## src/rtl/core/rau_pkg.sv

```systemverilog
// Package for the rational arithmetic unit.
// Holds operation and status codes, the job word passed front to back, and
// the state types. No dependencies.
package rau_pkg;

  localparam logic [1:0] OP_ADD = 2'd0;
  localparam logic [1:0] OP_SUB = 2'd1;
  localparam logic [1:0] OP_MUL = 2'd2;
  localparam logic [1:0] OP_DIV = 2'd3;

  localparam logic [1:0] ST_OK   = 2'd0;
  localparam logic [1:0] ST_DIV0 = 2'd1;
  localparam logic [1:0] ST_OVF  = 2'd2;

  // One classified job: divide-by-zero flag, sign, unreduced magnitude and denominator
  typedef struct packed {
    logic        div0;
    logic        neg;
    logic [63:0] mag;
    logic [63:0] den;
  } job_t;

  typedef enum logic [2:0] {
    F_IDLE, F_MUL0, F_MUL1, F_MUL2, F_PUSH
  } front_state_t;

  typedef enum logic [2:0] {
    B_IDLE, B_GCD, B_DIV, B_FIX, B_DONE
  } back_state_t;

endpackage

```

## src/rtl/core/rau_queue.sv

```systemverilog
// Two-entry job queue between front and back end.
// Depends on rau_pkg for the job word.
module rau_queue (
  input  logic          clk,
  input  logic          rst,
  input  logic          push,
  input  rau_pkg::job_t push_job,
  output logic          full,
  input  logic          pop,
  output logic          empty,
  output rau_pkg::job_t pop_job
);
  import rau_pkg::*;

  job_t       slots [2];
  logic       wr_ptr, rd_ptr;
  logic [1:0] count;

  assign full    = (count == 2'd2);
  assign empty   = (count == 2'd0);
  assign pop_job = slots[rd_ptr];

  always_ff @(posedge clk) begin
    if (rst) begin
      wr_ptr <= 1'b0;
      rd_ptr <= 1'b0;
      count  <= 2'd0;
    end else begin
      if (push && !full) wr_ptr <= !wr_ptr;
      if (pop && !empty) rd_ptr <= !rd_ptr;
      count <= count + 2'((push && !full) ? 1 : 0) - 2'((pop && !empty) ? 1 : 0);
    end
    if (push && !full) slots[wr_ptr] <= push_job;
  end

endmodule

```

## config.mk

```make
export PLATFORM = sky130hd
export DESIGN_NAME = rau_queue
export DESIGN_NICKNAME = d
export VERILOG_FILES = /design/src/rtl/core/rau_pkg.sv /design/src/rtl/core/rau_queue.sv
export SDC_FILE = /design/constraint.sdc
export NUM_CORES = 1
export LEC_CHECK = 0
export ABC_AREA = 1
export BUFFER_PORTS_ARGS = -buffer_cell sky130_fd_sc_hd__buf_2
export CAP_MARGIN = 10
export CORE_MARGIN = 2
export CORE_UTILIZATION = 31
export CTS_CLUSTER_DIAMETER = 60
export DETAILED_ROUTE_END_ITERATION = 12
export REMOVE_ABC_BUFFERS = 1
export SYNTH_ARGS = -nofsm -noshare
export SYNTH_HDL_FRONTEND = slang
export SYNTH_SLANG_ARGS = --single-unit
```

## constraint.sdc

```tcl
create_clock -name clk -period 14.13 [get_ports clk]
set_input_delay 2.826 -clock clk [delete_from_list [all_inputs] [get_ports clk]]
set_output_delay 2.826 -clock clk [all_outputs]
set_load 0.01 [all_outputs]
```

# Word-level counts from Yosys, hierarchy flattened

Memory sizes are Yosys's and may differ from the RTL's. A register that Yosys moved wholly into a read port is not among the register bits.
Index checks and enable logic that the tools add are counted.
W data, S select, Z words.

Register bits: 4
Latch bits: 0
RAM bits: 260
Bits in read-only memories: 0
Bits of input ports: 134
Output and inout port bits: 132
Memories kept: 1

Memory list:

| memory | words | width | read ports | clocked after memory_dff | write ports | RTL line        | text |
|---|---|---|---|---|---|---|---|
| slots  | 2     | 130   | 1          | 1                        | 1           | rau_queue.sv:15 | `job_t slots [2];` |

Add/subtract/negate cells: 2
Multiply operators: 0
Divide/modulo/power cells: 0
Order comparisons: 0
Eq/ne operators: 1
Shifts and indexed selects: 0
Multiplexer cells: 6
Bitwise operators: 0
Reduce and logical (&&, ||, !) cells: 7

Operators by type and width:

| operator             | count |
|---|---|
| $mux W1              | 6 |
| $logic_not A1 Y1     | 4 |
| $add A2 B1 Y2        | 1 |
| $eq A2 B2 Y1 const B | 1 |
| $logic_and A1 B1 Y1  | 2 |
| $logic_not A2 Y1     | 1 |
| $sub A2 B1 Y2        | 1 |

# Depth between registers and ports, before layout

Word-level depth: 6
Depth in mapped cells: 11
Mapped depth without buffers: 11

# Worst setup path before layout

Ideal clock, no wire load.

Kind: input -> register
Start point: in push
End point: mem slots[0][0] (netlist bit), enable pin
Library setup time: 0.620 ns
Arrival time: 8.295 ns
Path slack: 5.215 ns
Cell stages on the path: 2
Path buffers: 0
Cells stage by stage: nand2_1 -> nor2_1

Cells in the longest elaborated chain, start to end: 3

RTL lines:

| what                          | RTL line        | text |
|---|---|---|
| start: declaration            | rau_queue.sv:6  | `input logic push,` |
| $logic_and A1 B1 Y1           | rau_queue.sv:33 | `if (push && !full) slots[wr_ptr] <= push_job;` |
| $mux W1                       | rau_queue.sv:33 |  |
| $mux W1 (not written as such) | rau_queue.sv:33 |  |
| end: declaration              | rau_queue.sv:15 |  |

Every way passes these cells.

==> summary.md <==
| Metric | Value |
|---|---|
| Status | `finished, final reports clean` |
| Post-Synth Adder-Cell Area | `0.00259` |
| Critical Path Source Type | `flop` |
| DRT antenna net count | `0` |
| Endpoints failing hold | `0` |
| CTS Hold Buffers Added | `0` |
| WL per Instance | `16.6 µm` |
| Ports | `266` |
| Compound-Gate Fraction of Synth Area | `0.00104` |
| Half-perimeter wire length after placement | `12.3 mm` |
| Sequential share of the synthesized area | `0.819` |
| Comb power frac | `0.203` |
| Hold WC Path Type | `reg2reg` |
| Hold path depth | `2` |
| Clock buffer depth | `3` |
| Area grow syn2layout | `28.2%` |
| Root Buffer | `clkbuf_16` |
| CP delay by family, top | `buffers and inverters` |
| Leading area contributor after synthesis | `edfxtp_1` |
| Post-synthesis mux area share | `0.152` |
| CTS tree | `yes` |
| R2R setup slack | `11.58 ns` |
| Setup violators final | `0` |
| GPL Wtd Cong | `0.704` |
| Fmax | `173 MHz` |
| Pin count of the biggest net entering global routing | `72` |
| Cts bufs inserted | `29` |
| R2r endpoint | `slots[1][98]$_DFFE_PP_` |
| FF+latch count, synth | `265` |
| Worst vdd ir | `0.0843 mV` |
| Delay of the slowest critical-path stage | `0.88 ns` |
| Tcrit/Tclk final | `0.408` |
| Tmin final | `5.77 ns` |
| Psw | `0.000592 W` |
| Worst-path fanout max | `70` |
| Router iterations before antenna repair | `4` |
| Main area contributors after synthesis | `edfxtp_1 (81%), mux2_2 (15%), buf_6 (1.2%), dfxtp_1 (1.0%), inv_1 (0.39%)` |
| Yosys warns | `0` |
| Layout cells sized above 1 | `0.595` |
| Post-synthesis xor/xnor area fraction | `0` |
| Register share of total power | `0.460` |
| Max-cap violations | `0` |
| Hold_sp | `rd_ptr$_SDFFE_PP0P_` |
| IO buf count | `265` |
| Pwr dens | `183 nW/µm²` |
| Core Area | `30700 µm²` |
| Clock share of power | `0.337` |
| Switching part of the total power | `0.260` |
| Die ar. | `32600 µm²` |
| Residual DRC count | `0` |
| Num rows | `64` |
| Die height | `181 µm` |
| Setup_tns | `0 ns` |
| Worst path buffer plus inverter count | `2` |
| Die Width | `181 µm` |
| Finished Core Util | `0.404` |
| Avg Cell Area, Syn | `21.8 µm²` |
| Reg-to-Reg Start | `count[0]$_SDFF_PP0_` |
| Main combinational cell family by area after synthesis | `multiplexers` |
| Antenna violations before repair | `5` |
| Max transition margin | `0.352` |
| Total power | `0.00227 W` |
| P_int | `0.00168 W` |
| Post-Syn Instances | `443` |
| Max-slew violation count | `0` |
| Worst setup path category | `reg2out` |
| Cells on worst reg2reg path | `5` |
| CP endpoint kind | `output pin` |
| RSZ-0062 raised after global routing | `no` |
| Hold Crit Endpoint | `rd_ptr$_SDFFE_PP0P_` |
| Drt via density | `4.31` |
| Routed via count | `4959` |
| Net count, final | `865` |
| Mapped cell area | `9660 µm²` |
| Clock Skew | `0.0122 ns` |
| Total setup buffers inserted after CTS | `0` |
| Crit path depth | `3` |
| CTS clk-pin slew, worst paths | `0.06 ns` |
| Starting Density | `0.315` |
| Slowest cell on crit path | `dfxtp_4` |
| CP cell instances | `buf_4 > mux2_2 > buf_2` |
| GRT Residual Overflow | `0` |
| WP data arrival | `2.94 ns` |
| Drt total wl | `19.2 mm` |
| First-pass GRT wire length | `28.9 mm` |
| Post_cts resized | `0` |
| Area share of and/or/nand/nor cells after synthesis | `0.00816` |
| Netlist cell types | `12` |
| Clk sinks | `265` |
| Vias in the first global route | `5072` |
| Clock Latency Late Sink | `0.53 ns` |
| GRT Total Usage | `0.113` |
| DR iter-0 viols | `293` |
| H-Tree Depth | `1` |
| Leakage | `4.60 nW` |
| Req. time, crit path | `11.30 ns` |
| Worst-Margin Slew | `0.972 ns` |
| Share of the synthesized area in the top cell type | `0.808` |
layer usage:
| layer | share of wire | vias up | track usage |
|---|---|---|---|
| li1 | - | 2321 | - |
| met1 | 0.41 | 2380 | 0.140 |
| met2 | 0.46 | 214 | 0.179 |
| met3 | 0.10 | 40 | 0.0469 |
| met4 | 0.025 | 4 | 0.0368 |
| met5 | 0.0018 | - | 0 |
cell families (layout without fill, tap and decap cells):
kind of cell | after synthesis | in the layout
DFF | 265 | 265
and+or+nand+nor | 20 | 20
buffers and inverters | 24 | 332
other | 0 | 4
muxes | 130 | 130
adders and majority gates | 2 | 2
AOI/OAI and AO/OA | 2 | 2
worst max path at each step:
stage	endpoint	startpoint	slack [ns]
5_1_grt	pop_job[76]	flop	8.16
4_1_cts	pop_job[76]	flop	8.27
3_5_place_dp	pop_job[76]	flop	8.87
2_1_floorplan	slots[0][0]$_DFFE_PP_	push	5.21
6_report	pop_job[76]	flop	8.36
3_3_place_gp	pop_job[76]	flop	8.88
power groups by stage:
stage	logic [W]	registers, W	clock network [W]
after global routing	0.000504	0.00106	0.000820
after floorplan	0.000281	0.00108	0
after CTS	0.000474	0.00105	0.000789
final	0.000462	0.00104	0.000766
after global placement	0.000467	0.00106	0
after detailed placement	0.000470	0.00106	0
placed cells by master (no fill, tap or decap), drive strengths merged:
| master | instances |
|---|---|
| a21oi | 2 |
| buf | 269 |
| bufinv | 5 |
| clkbuf | 32 |
| clkinv | 14 |
| clkinvlp | 1 |
| dfxtp | 5 |
| diode | 4 |
| edfxtp | 260 |
| ha | 2 |
| inv | 11 |
| mux2 | 130 |
| nand2 | 8 |
| nand3 | 3 |
| nor2 | 9 |
metrics by stage:
stage	area [µm²]	cells	hold slack (ns)	setup slack, ns
after floorplan	9520	429	0.467	5.21
after CTS	12400	1147	0.508	8.27
final	12400	1151	0.497	8.36
after global placement	11400	1094	0.486	8.88
after global routing	12400	1148	0.541	8.16
after detailed placement	11400	1094	0.494	8.87
sequential cells by signal, indices dropped and copies added, names as in the netlist, named ones only:
name    cells
count       2
rd_ptr      1
slots     260
wr_ptr      1
cells in the mapped netlist (all sizes together):
master / n
a21oi: 2
buf: 14
dfxtp: 5
edfxtp: 260
ha: 2
inv: 10
mux2: 130
nand2: 8
nand3: 3
nor2: 9
worst register-to-register path, stage by stage (launching register included):
cell and delay, ns:
dfxtp_1 0.35, inv_1 0.06, nand2_1 0.13, nand3_1 0.18, inv_6 0.50, buf_4 0.87
layout make-up:
type,instances,area (µm²)
multi-input combinational,154,1590
inverter,10,42.5
antenna,4,10.0
fill,2828,18300
timing repair buffer,269,1360
sequential,265,7910
clock inverter,21,248
tap,396,495
clock buffer,32,737
Power figures use the tool's default switching activity.
