`src/rtl/core/rau_pkg.sv`:
```
// Package for the rational arithmetic unit.
// Holds operation and status codes, the job word passed front to back, and
// the state types. No dependencies.
package rau_pkg;

  localparam logic [1:0] OP_ADD = 2'd0;
  localparam logic [1:0] OP_SUB = 2'd1;
  localparam logic [1:0] OP_MUL = 2'd2;
  localparam logic [1:0] OP_DIV = 2'd3;

  localparam logic [1:0] ST_OK   = 2'd0;
  localparam logic [1:0] ST_DIV0 = 2'd1;
  localparam logic [1:0] ST_OVF  = 2'd2;

  // One classified job: divide-by-zero flag, sign, unreduced magnitude and denominator
  typedef struct packed {
    logic        div0;
    logic        neg;
    logic [63:0] mag;
    logic [63:0] den;
  } job_t;

  typedef enum logic [2:0] {
    F_IDLE, F_MUL0, F_MUL1, F_MUL2, F_PUSH
  } front_state_t;

  typedef enum logic [2:0] {
    B_IDLE, B_GCD, B_DIV, B_FIX, B_DONE
  } back_state_t;

endpackage

```
`src/rtl/core/rau_front.sv`:
```
// Front end: accepts an operand word, forms the cross products on one shared
// 32x32 multiplier and pushes a classified job. Depends on rau_pkg.
module rau_front (
  input  logic             clk,
  input  logic             rst,
  input  logic             in_valid,
  output logic             in_stall,
  input  logic [1:0]       operation,
  input  logic [31:0]      left_numerator,
  input  logic [30:0]      left_denominator,
  input  logic [31:0]      right_numerator,
  input  logic [30:0]      right_denominator,
  output logic             job_valid,
  input  logic             job_full,
  output rau_pkg::job_t    job
);
  import rau_pkg::*;

  front_state_t state, state_next;
  logic [1:0]   op;
  logic         lneg, rneg;
  logic [31:0]  lmag, rmag;
  logic [30:0]  ld, rd;
  logic [63:0]  p0, p1, p2;
  logic [31:0]  mul_a, mul_b;
  logic [63:0]  product;
  logic         bneg;
  logic         same;

  // Next state
  always_comb begin
    state_next = state;
    unique case (state)
      F_IDLE: if (in_valid) state_next = F_MUL0;
      F_MUL0: state_next = F_MUL1;
      F_MUL1: state_next = F_MUL2;
      F_MUL2: state_next = F_PUSH;
      F_PUSH: if (!job_full) state_next = F_IDLE;
      default: state_next = F_IDLE;
    endcase
  end

  // Outputs
  always_comb begin
    in_stall  = (state != F_IDLE);
    job_valid = (state == F_PUSH);
  end

  // Multiplier operand select per step
  always_comb begin
    unique case (state)
      F_MUL0: begin
        mul_a = lmag;
        mul_b = (op == OP_MUL) ? rmag : {1'b0, rd};
      end
      F_MUL1: begin
        mul_a = rmag;
        mul_b = {1'b0, ld};
      end
      default: begin
        mul_a = {1'b0, ld};
        mul_b = (op == OP_DIV) ? rmag : {1'b0, rd};
      end
    endcase
    product = mul_a * mul_b;
  end

  always_ff @(posedge clk) begin
    if (rst) begin
      state <= F_IDLE;
    end else begin
      state <= state_next;
    end
    if (state == F_IDLE && in_valid) begin
      op   <= operation;
      lneg <= left_numerator[31];
      rneg <= right_numerator[31];
      lmag <= left_numerator[31] ? (32'd0 - left_numerator) : left_numerator;
      rmag <= right_numerator[31] ? (32'd0 - right_numerator) : right_numerator;
      ld   <= left_denominator;
      rd   <= right_denominator;
    end
    if (state == F_MUL0) p0 <= product;
    if (state == F_MUL1) p1 <= product;
    if (state == F_MUL2) p2 <= product;
  end

  // Combine products into a signed magnitude
  always_comb begin
    bneg     = (op == OP_SUB) ? !rneg : rneg;
    same     = (lneg == bneg);
    job.den  = p2;
    job.div0 = (ld == 31'd0) || (rd == 31'd0) || (op == OP_DIV && rmag == 32'd0);
    if (op == OP_ADD || op == OP_SUB) begin
      if (same) begin
        job.mag = p0 + p1;
        job.neg = lneg;
      end else if (p0 >= p1) begin
        job.mag = p0 - p1;
        job.neg = lneg;
      end else begin
        job.mag = p1 - p0;
        job.neg = bneg;
      end
    end else begin
      job.mag = p0;
      job.neg = lneg ^ rneg;
    end
  end

endmodule

```
`config.mk`:
```
export PLATFORM = sky130hd
export DESIGN_NAME = rau_front
export DESIGN_NICKNAME = d
export VERILOG_FILES = /design/src/rtl/core/rau_pkg.sv /design/src/rtl/core/rau_front.sv
export SDC_FILE = /design/constraint.sdc
export NUM_CORES = 2
export LEC_CHECK = 0
export ABC_AREA = 0
export CORE_ASPECT_RATIO = 0.5
export CORE_UTILIZATION = 55
export DETAILED_ROUTE_END_ITERATION = 8
export DONT_BUFFER_PORTS = 1
export PLACE_DENSITY_LB_ADDON = 0.08
export RECOVER_POWER = 25
export SKIP_CTS_REPAIR_TIMING = 1
export SYNTH_ARGS = -nofsm -noshare
export SYNTH_HDL_FRONTEND = slang
export SYNTH_SLANG_ARGS = --single-unit
```
`constraint.sdc`:
```
create_clock -name clk -period 15.6 [get_ports clk]
set_clock_uncertainty 0.15 [all_clocks]
set_input_delay 2.34 -clock clk [delete_from_list [all_inputs] [get_ports clk]]
set_output_delay 2.34 -clock clk [all_outputs]
set_load 0.02 [all_outputs]
```
# Word-level counts from Yosys, hierarchy flattened
# Index checks and enable logic that the tools add are counted.
totals:
  inputBits: 132
  regBits: 325
  word_cells: 57
  ramBits: 0
  mem_bits_ro: 0
  output_inout_bits: 132
  latchBits: 0
  memories: 0
op_classes:
  n_eq_ne: 10
  n_mul: 1
  reduce_logical: 13
  div_mod_pow: 0
  order_cmp: 1
  add_sub_neg: 5
  muxes: 13
  n_bitwise: 1
  shifts: 0
ops:
  columns: ["cell", "count"]
  rows:
  - ["65-bit two-way mux", 3]
  - ["32-bit case mux with 2 select lines", 2]
  - ["64-bit subtractor", 2]
  - ["64-bit adder", 1]
  - ["64-bit >= comparator", 1]
  - ["32-bit by 32-bit multiplier with 64-bit output", 1]
  - ["32-bit two-way mux", 2]
  - ["1-bit by 32-bit subtractor with 32-bit output, first input constant", 2]
  - ["31-bit zero test", 2]
  - ["31-bit two-way mux", 2]
  - ["32-bit zero test", 1]
  - ["3-bit case mux with 5 select lines", 1]
  - ["3-bit by 2-bit == test with 1-bit output, second input constant", 2]
  - ["3-bit two-way mux", 2]
  - ["2-bit == test, second input constant", 2]
  - ["2-bit inequality test, second input constant", 2]
  - ["3-bit by 1-bit == test with 1-bit output, second input constant", 1]
  - ["3-bit == test, second input constant", 1]
  - ["3-bit zero test", 1]
  - ["1-bit logical OR", 3]
  - ["3-bit nonzero test", 1]
  - ["2-bit by 1-bit == test with 1-bit output, second input constant", 1]
  - ["1-bit logical AND", 2]
  - ["2-bit zero test", 1]
  - ["other kinds (5)", 5]

# Longest topological paths before layout
logic_depth:
  word_depth: 5
  mapped_depth: 38
  depth_no_buf: 35

# Worst setup path after synthesis
# Ideal clock, no wire load.
synth_timing:
  path_type: "flip-flop to flip-flop"
  start: "reg state[0]"
  end: "reg p0[60] (data pin)"
  slack_ns: 4.506
  n_path_buf: 4
  setup_time_ns: 0.269
  required_time_ns: 15.181
  t_arrival_ns: 10.675
  period_less_slack_ns: 11.094
  path_stages_with_launch: 33
  cell_sequence: "dfxtp_1 > or3b_2 > clkbuf_1 > inv_1 > clkbuf_1 > clkbuf_1 > a221oi_1 > clkbuf_1 > nor2_1 > fa_1 > fa_1 > fa_1 > inv_1 > fa_1 > inv_1 > fa_1 > inv_1 > fa_1 > inv_1 > fa_1 > fa_1 > ha_1 > nand2_1 > o21ai_0 > nor4_1 > a31o_2 > o31ai_1 > a211oi_1 > o31ai_1 > nand3_1 > o21ai_0 > a21oi_1 > xnor2_1"
synth_via:
  elab_chain_len: 3
  elab_cells_between_ends: 5
  cone_classes: "mul: 1; eq/ne: 2; mux: 2"
synth_lines:
  columns: ["element", "line_no", "source"]
  rows:
  - ["from (decl)", "rau_front.sv:19", "front_state_t state, state_next;"]
  - ["from (signal assigned)", "rau_front.sv:72", "state <= state_next;"]
  - ["3-bit by 2-bit == test with 1-bit output or 3-bit by 1-bit == test with 1-bit output (tied branches)", "rau_front.sv:51", "unique case (state)"]
  - ["32-bit case mux with 2 select lines", "rau_front.sv:51", null]
  - ["32-bit by 32-bit multiplier with 64-bit output *", "rau_front.sv:65", "product = mul_a * mul_b;"]
  - ["via product[60]", "rau_front.sv:26", "logic [63:0] product;"]
  - ["to (signal assigned)", "rau_front.sv:83", "if (state == F_MUL0) p0 <= product;"]
  - ["to (decl)", "rau_front.sv:24", "logic [63:0] p0, p1, p2;"]
# The timed path passes the listed nets; every way through them passes the cells marked *.
# A chain may end at the register's enable or synchronous reset.

# Final worst setup path
layout_timing:
  start: "reg state[0]"
  end: "reg p0[58] (data pin)"
# Same word-level chain as after synthesis.

==> metrics.md <==
| Metric | Value |
|---|---|
| Run status | finished with violations |
| Violations in the final reports | capacitance limit, slew limit |
| Cell type with the highest occurrence count on the critical path | fa_1 |
| DRT antenna net count | 0 |
| RSZ-0062 raised after global routing | no |
| Average vias per placed instance | 6.360 |
| Dominant combinational cell family by area after synthesis | adder cells |
| Clk buf depth | 3 |
| Type of the worst setup path | reg -> reg |
| DR vias | 49170 |
| Area of all placed cells without fillers | 60040 µm² |
| Maxcap violations | 3 |
| Setup-failing EPs final | 0 |
| Required time worst endpoint | 15.80 ns |
| Met3 routing resource usage after global routing | 16.20% |
| Total clock sinks | 325 |
| First-iteration detailed-routing DRC count | 5647 |
| Worst Tran Pin Value | roughly 4 ns |
| Multiplexer share of the synthesized area | 0.3039% |
| DRC violations left | 0 |
| Area fraction in compound gates after synthesis | a little over an eighth |
| Number of enable flip-flop cells after synthesis | 322 |
| Clock insertion delay at the later pin of the skew report | 0.61 ns |
| Largest net degree at the start of global routing | 87 |
| Met1 capacity usage during global routing | 58.55% |
| Die ar. | 105400 µm² |
| X dimension of the die | 458.2 µm |
| Half-perimeter wire length after placement | between 150000 and 200000 µm |
| Share of the synthesized netlist area taken by xor and xnor gates | 2.740% |
| Worst min-delay path category | reg -> reg |
| Die boundary height | 230.1 µm |
| Fraction of synthesis flops using an asynchronous set or reset pin | 0% |
| Count of H-tree levels built during CTS | 2 |
| Endpoint kind of the worst setup timing path | register |
| Delay of the slowest cell on the worst path | 0.75 ns |
| Max-slew headroom | -173.6% |
| Number of synthesized register bits | 325 |
| Cell with the largest stage delay on the worst path | inv_6 |
| Upper clock frequency limit | 83.09 MHz |
| Pins Over Slew Limit | between 100 and 150 |
| Start point of the worst min-delay path | state[2] |
| Area growth syn-to-layout | 4.920% |
| Num rows | 83 |
| Post-layout net count | ~7800 |
| Number of unique standard cell types used by synthesis | between 90 and 100 |
| Placed cell areas | 58860 µm² |
| Core area | 102800 µm² |
| I/O Buffers | 0 |
| Aggregate routed wire length | 218800 µm |
| First-pass GRT wire length | 319600 µm |
| Maximum fanout along the worst path | 86 |
| Number of antenna violations at the first check in global routing | 10 |
| Sequential area share after synthesis | about 17% |
| RePlAce Congestion | 1.026 |
| Critical path launch point type | register |
| Launching instance or port of the critical path | state[0] |
| Tcrit/Tclk final | 77.14% |
| Yosys Warn Count | 0 |
| Mapped cell area | 57220 µm² |
| Post-route setup TNS | 0 ns |
| Clock tree root buffer cell | clkbuf_16 |
| Via count of the first global-routing pass | 48770 |
| Startpoint of the worst-slack reg-to-reg timing path | state[0] |
| Dominant register cell in the synthesized netlist | edfxtp_1 |
| Fraction of the mapped netlist area in adder cells | 41.40% |
| Synthesized-area fraction occupied by and/or/nand/nor cells | 15.60% |
| Global-route usage over all layers | slightly above 40% |
| Starting Density | between 50 and 60% |
| Met2 GRT Util | approximately 57% |
| Final min period | around 12 ns |
| GRT overflow | 0 |
| WL/cell | 28.31 µm |
| Detailed-routing iteration count for the pre-antenna-repair pass | 8 |
| Synthesized netlist cell count | 6516 |
| Number of filler cells placed in the layout | 9124 |
| Clock buffer count from CTS | 34 |
| Number of top-level pins | about 260 |
| Clock-pin slew on the worst setup and hold paths | 0.07 ns |
| Final hold vios | 0 |
| Mapped Avg Cell Area | 8.782 µm² |
| Post-Synthesis Net Count | 8002 |
| Global route hottest layer | met1 |
| Worst Path Arrival | 12.23 ns |
| Share of layout cells above drive strength 1 | 4.192% |
| Clock tree from TritonCTS | done |
-- placed cells by master (no fill, tap or decap), drive strengths merged, types with 78 or more instances in the layout --
cell type | synthesis | routed
nor3 | 88 | 88
nor2 | 786 | 786
ha | 455 | 455
buf | 45 | 112
edfxtp | 322 | 322
nand2 | 737 | 737
a21o | 78 | 78
o21ai | 272 | 272
inv | 1081 | 1086
fa | 899 | 899
a21oi | 346 | 346
xnor2 | 152 | 152
-- final timing paths --
check / slack [ns] / depth (start not counted) / endpoint
hold / removal: 0.43 / 3 / state[0]
setup / recovery: 3.57 / 33 / p0[58]
hold reg to reg: 0.43 / 3 / state[0]
setup reg to reg: 3.57 / 33 / p0[58]
-- worst max-delay path: cells and delay by family (launching register included) --
kind | cells | cell delay, ns
AOI/OAI and AO/OA | 7 | 2.33
xor gates and xnor gates | 1 | 0.36
adders and majority gates | 9 | 4.13
buffers and inverters | 7 | 2.03
DFF | 1 | 0.39
and+or+nand+nor | 9 | 2.30
-- registers in the layout (all words and copies together), names as in the netlist --
register  count
rneg          1
p1           64
rd           31
state         3
lneg          1
p2           64
op            2
ld           31
lmag         32
rmag         32
p0           64
-- synth_stat cells, types with 34 or more instances --
cell,number,share of area (%)
a21o_1,78,1.0
nor3_1,87,0.76
clkbuf_1,277,1.8
o31ai_1,44,0.58
a21oi_1,346,3.0
nand4_1,62,0.68
nor4_1,57,0.62
nand3_1,67,0.59
ha_1,455,9.9
inv_1,1081,7.1
o21a_1,42,0.55
a31oi_1,34,0.37
and3_1,46,0.50
xnor2_1,152,2.3
a221oi_1,44,0.67
nand2b_1,52,0.57
nor2_1,786,5.2
and2_1,44,0.48
fa_1,899,31
o21bai_1,46,0.60
edfxtp_1,322,17
a211oi_1,46,0.60
o21ai_0,259,2.3
a221o_1,37,0.65
nand2_1,736,4.8
-- stage by stage --
stage / worst slack, ns / hold WS, ns / instances / utilization, %
3_5_place_dp: 3.833 / 0.4373 / 7668 / 57.25
3_3_place_gp: 4.158 / 0.4035 / 7667 / 57.22
6_report: 3.566 / 0.4284 / 7730 / 58.40
2_1_floorplan: 4.506 / 0.3816 / 6516 / -
4_1_cts: 3.801 / 0.4065 / 7729 / 58.40
5_1_grt: 3.198 / 0.4572 / 7730 / 58.40
-- logic make-up (layout without fill, tap and decap cells) --
group / Yosys count / in the layout
XOR/XNOR: 179 / 179
buffers and inverters: 1406 / 1259
other: 0 / 1
AND/OR/NAND/NOR: 2040 / 2040
adder cells (fa/ha/maj): 1354 / 1354
AO/OA/AOI/OAI: 1195 / 1195
flip-flops: 325 / 325
multiplexers: 17 / 17
-- layout make-up --
| cell class | count | area (µm²) | area share [%] |
|---|---|---|---|
| clock buffer | 38 | 887.1 | 1.478 |
| clock inverter | 23 | 301.5 | 0.5022 |
| multi-input combinational | 4785 | 42480 | 70.76 |
| antenna | 1 | 2.502 | 0.004168 |
| inverter | 1084 | 4079 | 6.794 |
| timing repair buffer | 114 | 855.8 | 1.425 |
| tap | 1360 | 1702 | 2.834 |
| sequential | 325 | 9729 | 16.21 |
-- metal layers --
metal  share of wire, %  vias to the layer above
met2                 40                     3281
met1                 41                    24470
met3                 15                      462
met5              0.053                        -
met4                3.9                        8
li1                   -                    20950
Power is not shown: default switching activity piles up to over one toggle a cycle in this logic, so the estimate is an artifact.
