===== src/rtl/core/rau_pkg.sv =====
// Package for the rational arithmetic unit.
// Holds operation and status codes, the job word passed front to back, and
// the state types. No dependencies.
package rau_pkg;

  localparam logic [1:0] OP_ADD = 2'd0;
  localparam logic [1:0] OP_SUB = 2'd1;
  localparam logic [1:0] OP_MUL = 2'd2;
  localparam logic [1:0] OP_DIV = 2'd3;

  localparam logic [1:0] ST_OK   = 2'd0;
  localparam logic [1:0] ST_DIV0 = 2'd1;
  localparam logic [1:0] ST_OVF  = 2'd2;

  // One classified job: divide-by-zero flag, sign, unreduced magnitude and denominator
  typedef struct packed {
    logic        div0;
    logic        neg;
    logic [63:0] mag;
    logic [63:0] den;
  } job_t;

  typedef enum logic [2:0] {
    F_IDLE, F_MUL0, F_MUL1, F_MUL2, F_PUSH
  } front_state_t;

  typedef enum logic [2:0] {
    B_IDLE, B_GCD, B_DIV, B_FIX, B_DONE
  } back_state_t;

endpackage


===== src/rtl/core/rau_back.sv =====
// Back end: binary GCD, two bit-serial exact divisions, range check and
// the result register. Depends on rau_pkg.
module rau_back #(
  parameter int VALUE_WIDTH = 32
) (
  input  logic          clk,
  input  logic          rst,
  input  logic          job_empty,
  input  rau_pkg::job_t job,
  output logic          job_pop,
  output logic          out_valid,
  input  logic          out_stall,
  output logic [31:0]   result_numerator,
  output logic [30:0]   result_denominator,
  output logic [1:0]    status
);
  import rau_pkg::*;

  localparam logic [63:0] LIMIT = (64'd1 << (VALUE_WIDTH - 1)) - 64'd1;

  back_state_t state, state_next;
  logic        neg;
  logic [63:0] ga, gb, g;
  logic [5:0]  shift;
  logic [5:0]  cnt;
  logic [63:0] q0, q1, r0, r1;
  logic [64:0] t0, t1;
  logic        early;
  logic [1:0]  early_st;

  assign early = job.div0 || (job.mag == 64'd0);
  assign early_st = job.div0 ? ST_DIV0 : ST_OK;
  assign t0 = {r0, q0[63]};
  assign t1 = {r1, q1[63]};

  // Next state
  always_comb begin
    state_next = state;
    unique case (state)
      B_IDLE: if (!job_empty) state_next = early ? B_DONE : B_GCD;
      B_GCD:  if (ga == gb) state_next = B_DIV;
      B_DIV:  if (cnt == 6'd63) state_next = B_FIX;
      B_FIX:  state_next = B_DONE;
      B_DONE: if (!out_stall) state_next = B_IDLE;
      default: state_next = B_IDLE;
    endcase
  end

  // Outputs
  always_comb begin
    job_pop   = (state == B_IDLE) && !job_empty;
    out_valid = (state == B_DONE);
  end

  // Datapath
  always_ff @(posedge clk) begin
    if (rst) begin
      state <= B_IDLE;
    end else begin
      state <= state_next;
    end
    unique case (state)
      B_IDLE: begin
        ga    <= job.mag;
        gb    <= job.den;
        q0    <= job.mag;
        q1    <= job.den;
        neg   <= job.neg;
        shift <= 6'd0;
        result_numerator   <= 32'd0;
        result_denominator <= 31'd1;
        status             <= early_st;
      end
      // One Stein step per cycle; both operands stay nonzero
      B_GCD: begin
        if (ga == gb) begin
          g   <= ga << shift;
          cnt <= 6'd0;
          r0  <= 64'd0;
          r1  <= 64'd0;
        end else if (!ga[0] && !gb[0]) begin
          ga    <= ga >> 1;
          gb    <= gb >> 1;
          shift <= shift + 6'd1;
        end else if (!ga[0]) begin
          ga <= ga >> 1;
        end else if (!gb[0]) begin
          gb <= gb >> 1;
        end else if (ga > gb) begin
          ga <= ga - gb;
        end else begin
          gb <= gb - ga;
        end
      end
      // Restoring division of both values by the gcd, one bit a cycle
      B_DIV: begin
        cnt <= cnt + 6'd1;
        if (t0 >= {1'b0, g}) begin
          r0 <= 64'(t0 - {1'b0, g});
          q0 <= {q0[62:0], 1'b1};
        end else begin
          r0 <= t0[63:0];
          q0 <= {q0[62:0], 1'b0};
        end
        if (t1 >= {1'b0, g}) begin
          r1 <= 64'(t1 - {1'b0, g});
          q1 <= {q1[62:0], 1'b1};
        end else begin
          r1 <= t1[63:0];
          q1 <= {q1[62:0], 1'b0};
        end
      end
      B_FIX: begin
        if (q0 > LIMIT || q1 > LIMIT) begin
          status <= ST_OVF;
        end else begin
          status             <= ST_OK;
          result_numerator   <= neg ? (32'd0 - q0[31:0]) : q0[31:0];
          result_denominator <= q1[30:0];
        end
      end
      default: begin
      end
    endcase
  end

endmodule

===== config.mk =====
export PLATFORM = sky130hd
export DESIGN_NAME = rau_back
export DESIGN_NICKNAME = d
export VERILOG_FILES = /design/src/rtl/core/rau_pkg.sv /design/src/rtl/core/rau_back.sv
export SDC_FILE = /design/constraint.sdc
export NUM_CORES = 2
export LEC_CHECK = 0
export ABC_AREA = 0
export BUFFER_PORTS_ARGS = -buffer_cell sky130_fd_sc_hd__buf_2
export CAP_MARGIN = 20
export CORE_AREA = 2 2 286 500
export CTS_BUF_LIST = sky130_fd_sc_hd__clkbuf_8
export DETAILED_ROUTE_END_ITERATION = 6
export DIE_AREA = 0 0 288 502
export HOLD_SLACK_MARGIN = 0.1
export PLACE_DENSITY = 0.51
export SYNTH_ARGS = -nofsm -noshare
export SYNTH_HDL_FRONTEND = slang
export SYNTH_SLANG_ARGS = --single-unit

===== constraint.sdc =====
create_clock -name clk -period 14.8 [get_ports clk]
set_input_delay 1.48 -clock clk [delete_from_list [all_inputs] [get_ports clk]]
set_output_delay 1.48 -clock clk [all_outputs]
set_load 0.005 [all_outputs]

=== Word level (Yosys, flattened, before mapping) ===
Cells that the tools add are included.
W data, S select, Z words.

* Output and inout port bits: 67
* Input bits: 134
* Flip-flop bits (word level): 529

* Order comparisons: 5
* Multiplexer cells: 40
* Add/sub/neg operators: 7
* Shift operators: 1
* Reductions and logical operators: 22
* Eq/ne operators: 17

{| class="wikitable"
|+ Operators by type and width
! kind !! number
|-
| $mux W64 || 13
|-
| $pmux W64 S2 || 6
|-
| $sub A64 B64 Y64 || 4
|-
| $ge A65 B64 Y1 || 2
|-
| $gt A64 B31 Y1 const B || 2
|-
| $eq A64 B64 Y1 || 1
|-
| $gt A64 B64 Y1 || 1
|-
| $logic_not A64 Y1 || 1
|-
| $mux W32 || 2
|-
| $pmux W32 S2 || 1
|-
| $shl A64 B6 Y64 || 1
|-
| $pmux W31 S2 || 1
|-
| $sub A1 B32 Y32 const A || 1
|-
| $mux W31 || 1
|-
| $pmux W6 S2 || 2
|-
| $mux W6 || 3
|-
| $mux W3 || 5
|-
| $pmux W3 S5 || 1
|-
| $ne A2 B2 Y1 const B || 7
|-
| $add A6 B1 Y6 const B || 2
|-
| $ne A4 B4 Y1 const B || 3
|-
| $reduce_and A4 Y1 || 3
|-
| $reduce_and A2 Y1 || 4
|-
| $reduce_bool A2 Y1 || 4
|-
| 13 further kinds || 21
|}

=== Longest topological paths before layout ===
* Depth after elaboration: 7
* Mapped depth: 17

=== Least setup slack after synthesis ===
OpenSTA, ideal clock, no wires.

* Path kind: register to register
* From: reg state[2]
* To: reg cnt[0], enable pin
* Data arrival time: 12270 ps
* Period minus slack after synthesis: 13085 ps
* Buffers on the path: 1
* Path slack: 1715 ps
* Cell stages (with the launch flop): 5
* Cells stage by stage: dfxtp_1 > clkbuf_1 > nor2_1 > nand2_1 > o21ai_0

* Cells in the longest elaborated chain, start to end: 3

{| class="wikitable"
|+ Ends and longest elaborated chain
! element !! RTL line !! RTL
|-
| start, declared || rau_back.sv:21 || <nowiki>back_state_t state, state_next;</nowiki>
|-
| start signal, assigned || rau_back.sv:60 || <nowiki>state <= state_next;</nowiki>
|-
| $eq A3 B1 Y1 / $eq A3 B2 Y1 (equally long branches) || rau_back.sv:62 || <nowiki>unique case (state)</nowiki>
|-
| $ne A2 B2 Y1 (no source line) / $reduce_bool A2 Y1 (equally long branches) || n/a ||
|-
| $reduce_and A2 Y1 (no source line) * || n/a ||
|-
| end signal, assigned || rau_back.sv:97 || <nowiki>cnt <= cnt + 6'd1;</nowiki>
|-
| end, declared || rau_back.sv:25 || <nowiki>logic [5:0] cnt;</nowiki>
|}

Every way passes the cells marked *; elsewhere a longest branch is shown, timed or not.
A chain may end at the register's enable or synchronous reset.

=== Final worst setup path ===
* From: reg ga[27]
* To: reg gb[55] (data pin)

* Cells in the longest elaborated chain, start to end: 7

{| class="wikitable"
|+ Ends and longest elaborated chain
! element !! RTL line !! RTL
|-
| start, declared || rau_back.sv:23 || <nowiki>logic [63:0] ga, gb, g;</nowiki>
|-
| start signal, assigned || rau_back.sv:64 || <nowiki>ga <= job.mag;</nowiki>
|-
| start signal, assigned || rau_back.sv:82 || <nowiki>ga <= ga >> 1;</nowiki>
|-
| start signal, assigned || rau_back.sv:86 || <nowiki>ga <= ga >> 1;</nowiki>
|-
| $sub A64 B64 Y64 || rau_back.sv:92 || <nowiki>gb <= gb - ga;</nowiki>
|-
| $mux W64 || rau_back.sv:89 || <nowiki>end else if (ga > gb) begin</nowiki>
|-
| $mux W64 || rau_back.sv:87 || <nowiki>end else if (!gb[0]) begin</nowiki>
|-
| $mux W64 || rau_back.sv:85 || <nowiki>end else if (!ga[0]) begin</nowiki>
|-
| $mux W64 || rau_back.sv:81 || <nowiki>end else if (!ga[0] && !gb[0]) begin</nowiki>
|-
| $mux W64 || rau_back.sv:76 || <nowiki>if (ga == gb) begin</nowiki>
|-
| $pmux W64 S2 || rau_back.sv:62 ||
|-
| end signal, assigned || rau_back.sv:65 || <nowiki>gb <= job.den;</nowiki>
|-
| end signal, assigned || rau_back.sv:83 || <nowiki>gb <= gb >> 1;</nowiki>
|-
| end signal, assigned || rau_back.sv:88 || <nowiki>gb <= gb >> 1;</nowiki>
|-
| end, declared || rau_back.sv:23 ||
|}

No other way between the ends. The select of a mux whose other input is x is not followed.

==> results.json <==
{
  "cts_setup_buffers": 0,
  "viasPerCell": 5.45,
  "critical-path-top-delay-family": "simple AND/OR/NAND/NOR gates",
  "r2r-start": "ga[27]$_DFFE_PP_",
  "busiest_layer": "met2",
  "synth_edf_count": 526,
  "critPathMaxStageDelay_ns": 0.76,
  "syn_area_sq_um": 41900,
  "cts_resized": 0,
  "cts_buffers": 89,
  "synthAdderAreaFrac_pct": 7.99,
  "fin_ws_ns": 8.77,
  "synth-seq-cells": 529,
  "yosysMostFrequentCell": "nand2_1",
  "worst-r2r-cell-count": 13,
  "synthXorXnorAreaFrac_pct": 5.75,
  "synthTopCellsByCount": "771 x nand2_1, 561 x nor2_1, 526 x edfxtp_1",
  "switching_share_pct": 46.5,
  "postRouteAntennaNets": 0,
  "use_met1_pct": 22.5,
  "netlist.area_leader.share_pct": 37.7,
  "p_per_area_nw_per_um2": 149,
  "peakVddDrop_uv": 80.0,
  "critPathRequiredTime_ns": 15.45,
  "clk_path_buf_depth": 3,
  "dr.pass1.iters": 6,
  "synth_flop_cell": "edfxtp_1",
  "cts_tree": "built",
  "critPathCaptureType": "flip-flop",
  "path_clk_slew_ns": 0.07,
  "fin_crit_sh_pct": 40.7,
  "drcViolationCount": 0,
  "synth_top_family_by_area": "compound AO/OA/AOI/OAI gates",
  "synth-async-reset-ratio_pct": 0,
  "cpMostUsedCell": "nand2_1",
  "drive_gt1_share_pct": 9.73,
  "clk_latency_ns": 0.83,
  "crit_fanout": 34,
  "worst_pin_slew_ns": 1.14,
  "cp_cell_sequence": "inv_1 > ha_1 > nand2_1 > nor2_1 > nand2_1 > nor4_1 > nand4_1 > a21boi_4 > buf_4 > nor2_1 > buf_4 > nand2_1 > o31ai_1",
  "clock-root-buffer": "clkbuf_8",
  "hp-class": "flip-flop to flip-flop",
  "use_met2_pct": 43.1,
  "avgRoutedWirePerCell_microns": 24.8,
  "grt_pass1_vias": 38274,
  "status": "complete, no violations",
  "die_x_microns": 288,
  "yosys-top-cells-area": "edfxtp_1 38%, ha_1 7.8%, nand2_1 6.9%, a21oi_1 5.4%, nor2_1 5.0%",
  "internal_power_w": 0.00369,
  "crit_buf_inv": 3,
  "h-tree-depth": 3,
  "boundaryPins": 201,
  "antenna_found_initial": 9,
  "synth_compound_area_share_pct": 19.3,
  "vias": 37487,
  "synthMuxAreaShare_pct": 5.38,
  "cp-start-kind": "flip-flop",
  "grt_use_total_pct": 23.1,
  "drt_iter0_drc": 2737,
  "pwr-share-comb_pct": 49.6,
  "finalMaxSlewViolations": 0,
  "reg2reg_setup_slack_ns": 8.77,
  "hold_depth": 2,
  "dieHeight_microns": 502,
  "fin_skew_ns": 0.0621,
  "critPathArrivalTime_ns": 6.68,
  "gr-usage-met3_pct": 3.27,
  "dieArea_sq_um": 145000,
  "netSwitchingPower_w": 0.00321,
  "setup_viol": 0,
  "hpwl_mm": 135,
  "clock-sinks": 529,
  "fill_cells": 15012,
  "wl_mm": 171,
  "io_buffers": 200,
  "start_util_pct": 29.9,
  "path_class": "flip-flop to flip-flop",
  "r2r-end": "gb[55]$_DFFE_PP_",
  "synth_nets": 5288,
  "grt_overflow_total": 0,
  "grt_pass1_wl_mm": 248,
  "rsz0062_at_grt": "no",
  "synth-seq-area-share_pct": 37.9,
  "period_needed_ns": 6.03,
  "max-cap-violations": 0,
  "synth.distinct_cells": 77,
  "syn_inst": 4889,
  "clkPwrFrac_pct": 19.6,
  "leakage_nw": 18.8,
  "hold_end": "q1[16]$_DFFE_PP_",
  "row_count": 182,
  "pre_cts_ws_ns": 8.53,
  "min_from": "q1[15]$_DFFE_PP_",
  "tns_ns": 0,
  "cp_slowest_cell": "nor2_1",
  "p_seq_share_pct": 30.8,
  "grt_max_degree": 133,
  "maxSlewHeadroom_pct": 22.9,
  "ctsHoldBuffers": 0,
  "clock.fmax_ghz": 0.166,
  "finalHoldViolCount": 0,
  "place_congestion": 0.965,
  "yosys.area.top_type": "edfxtp_1",
  "yosys.area_share.simple_pct": 18.6,
  "avgSynthCellArea_sq_um": 8.56,
  "fp.coreArea_sq_um": 140000,
  "yosysWarnings": 0,
  "nets": 5350,
  "syn_to_final_growth_pct": 10.8
}
cell type report:
class                           instances  area, sq um  share of cell area (%)
Clock buffer                           91         1250                    2.70
Clock inverter                         76          454                   0.979
Sequential cell                       529        15900                    34.2
Inverter                              275         1030                    2.22
Timing Repair Buffer                  258         1450                    3.12
Multi-Input combinational cell       3798        24100                    51.8
Tap cell                             1840         2300                    4.96
Antenna cell                            6         15.0                  0.0324
cell families (layout without fill, tap and decap cells):
kind of cell,Yosys count,count (layout)
simple gates,1791,1791
flops,529,529
mux,162,162
buf+inv,562,700
compound gates,1305,1305
other cells,0,6
fa+ha+maj,265,265
xor+xnor,275,275
power by group through the flow:
stage / combinational (W) / clock (W) / sequential (W)
after floorplan: 0.00219 / 0 / 0.00209
after global placement: 0.00340 / 0 / 0.00215
after detailed placement: 0.00336 / 0 / 0.00215
after CTS: 0.00338 / 0.00139 / 0.00212
after global routing: 0.00365 / 0.00144 / 0.00215
final: 0.00343 / 0.00135 / 0.00212
worst reg2reg max path: cells and delay by family, from the launching register on:
| kind | cells | cell delay, ns |
|---|---|---|
| adder cells (fa/ha/maj) | 1 | 0.52 |
| flip-flops | 1 | 0.50 |
| AND/OR/NAND/NOR | 7 | 3.41 |
| buffers and inverters | 3 | 0.71 |
| AO/OA/AOI/OAI | 2 | 0.73 |
how the worst max path moves through the flow:
stage               cells after the start             startpoint                    to
global placement                       13       ga[27]$_DFFE_PP_      gb[55]$_DFFE_PP_
global route                           13       ga[27]$_DFFE_PP_      gb[47]$_DFFE_PP_
finish                                 13       ga[27]$_DFFE_PP_      gb[55]$_DFFE_PP_
floorplan                               4  state[2]$_SDFFE_PP0P_  cnt[0]$_SDFFCE_PN0P_
CTS                                    13       ga[27]$_DFFE_PP_      gb[55]$_DFFE_PP_
detailed placement                     13       ga[27]$_DFFE_PP_      gb[55]$_DFFE_PP_
flip-flops by register name, indices dropped and copies added, names as in the netlist:
name	flops
cnt	6
g	64
ga	64
gb	64
neg	1
q0	64
q1	64
r0	64
r1	64
result_denominator	31
result_numerator	32
shift	6
state	3
status	2
stage by stage:
| step | cells | cell area [sq um] | utilization (%) | hold slack, ns | power, W |
|---|---|---|---|---|---|
| floorplan | 4889 | 41900 | - | 0.501 | 0.00428 |
| global placement | 6698 | 44700 | 31.8 | 0.519 | 0.00555 |
| detailed placement | 6699 | 44700 | 31.9 | 0.520 | 0.00552 |
| CTS | 6866 | 46400 | 33.1 | 0.534 | 0.00690 |
| global route | 6868 | 46400 | 33.1 | 0.567 | 0.00724 |
| finish | 6873 | 46400 | 33.1 | 0.527 | 0.00690 |
layout by cell type (no fill, tap or decap), types with 9 or more instances in the layout:
cell,instances
inv_1,292
o21ai_0,297
a21oi_1,450
nand4_1,78
nand2_1,768
a31oi_1,41
nor3_1,83
nand3_1,54
nor4_1,45
and2_1,54
nor2_1,557
edfxtp_1,526
a31o_2,9
a21o_1,130
o21a_1,23
and3_1,23
buf_2,201
xnor2_1,151
and4_1,10
a21boi_0,16
mux4_2,50
a211oi_1,33
a221oi_1,73
clkinv_2,18
o211ai_1,11
nor2b_1,29
clkinv_1,27
o21bai_1,59
o221ai_1,11
clkbuf_8,91
buf_4,55
mux2i_1,107
nand2b_1,31
o22ai_1,36
o31ai_1,23
xor2_1,124
ha_1,261
layer usage:
layer,vias to the layer above,part of all wire [%]
li1,17704,-
met1,18140,34
met2,1147,52
met3,492,4.3
met4,4,9.4
met5,-,0.019
Note: power is estimated with default switching activity, not from simulation.
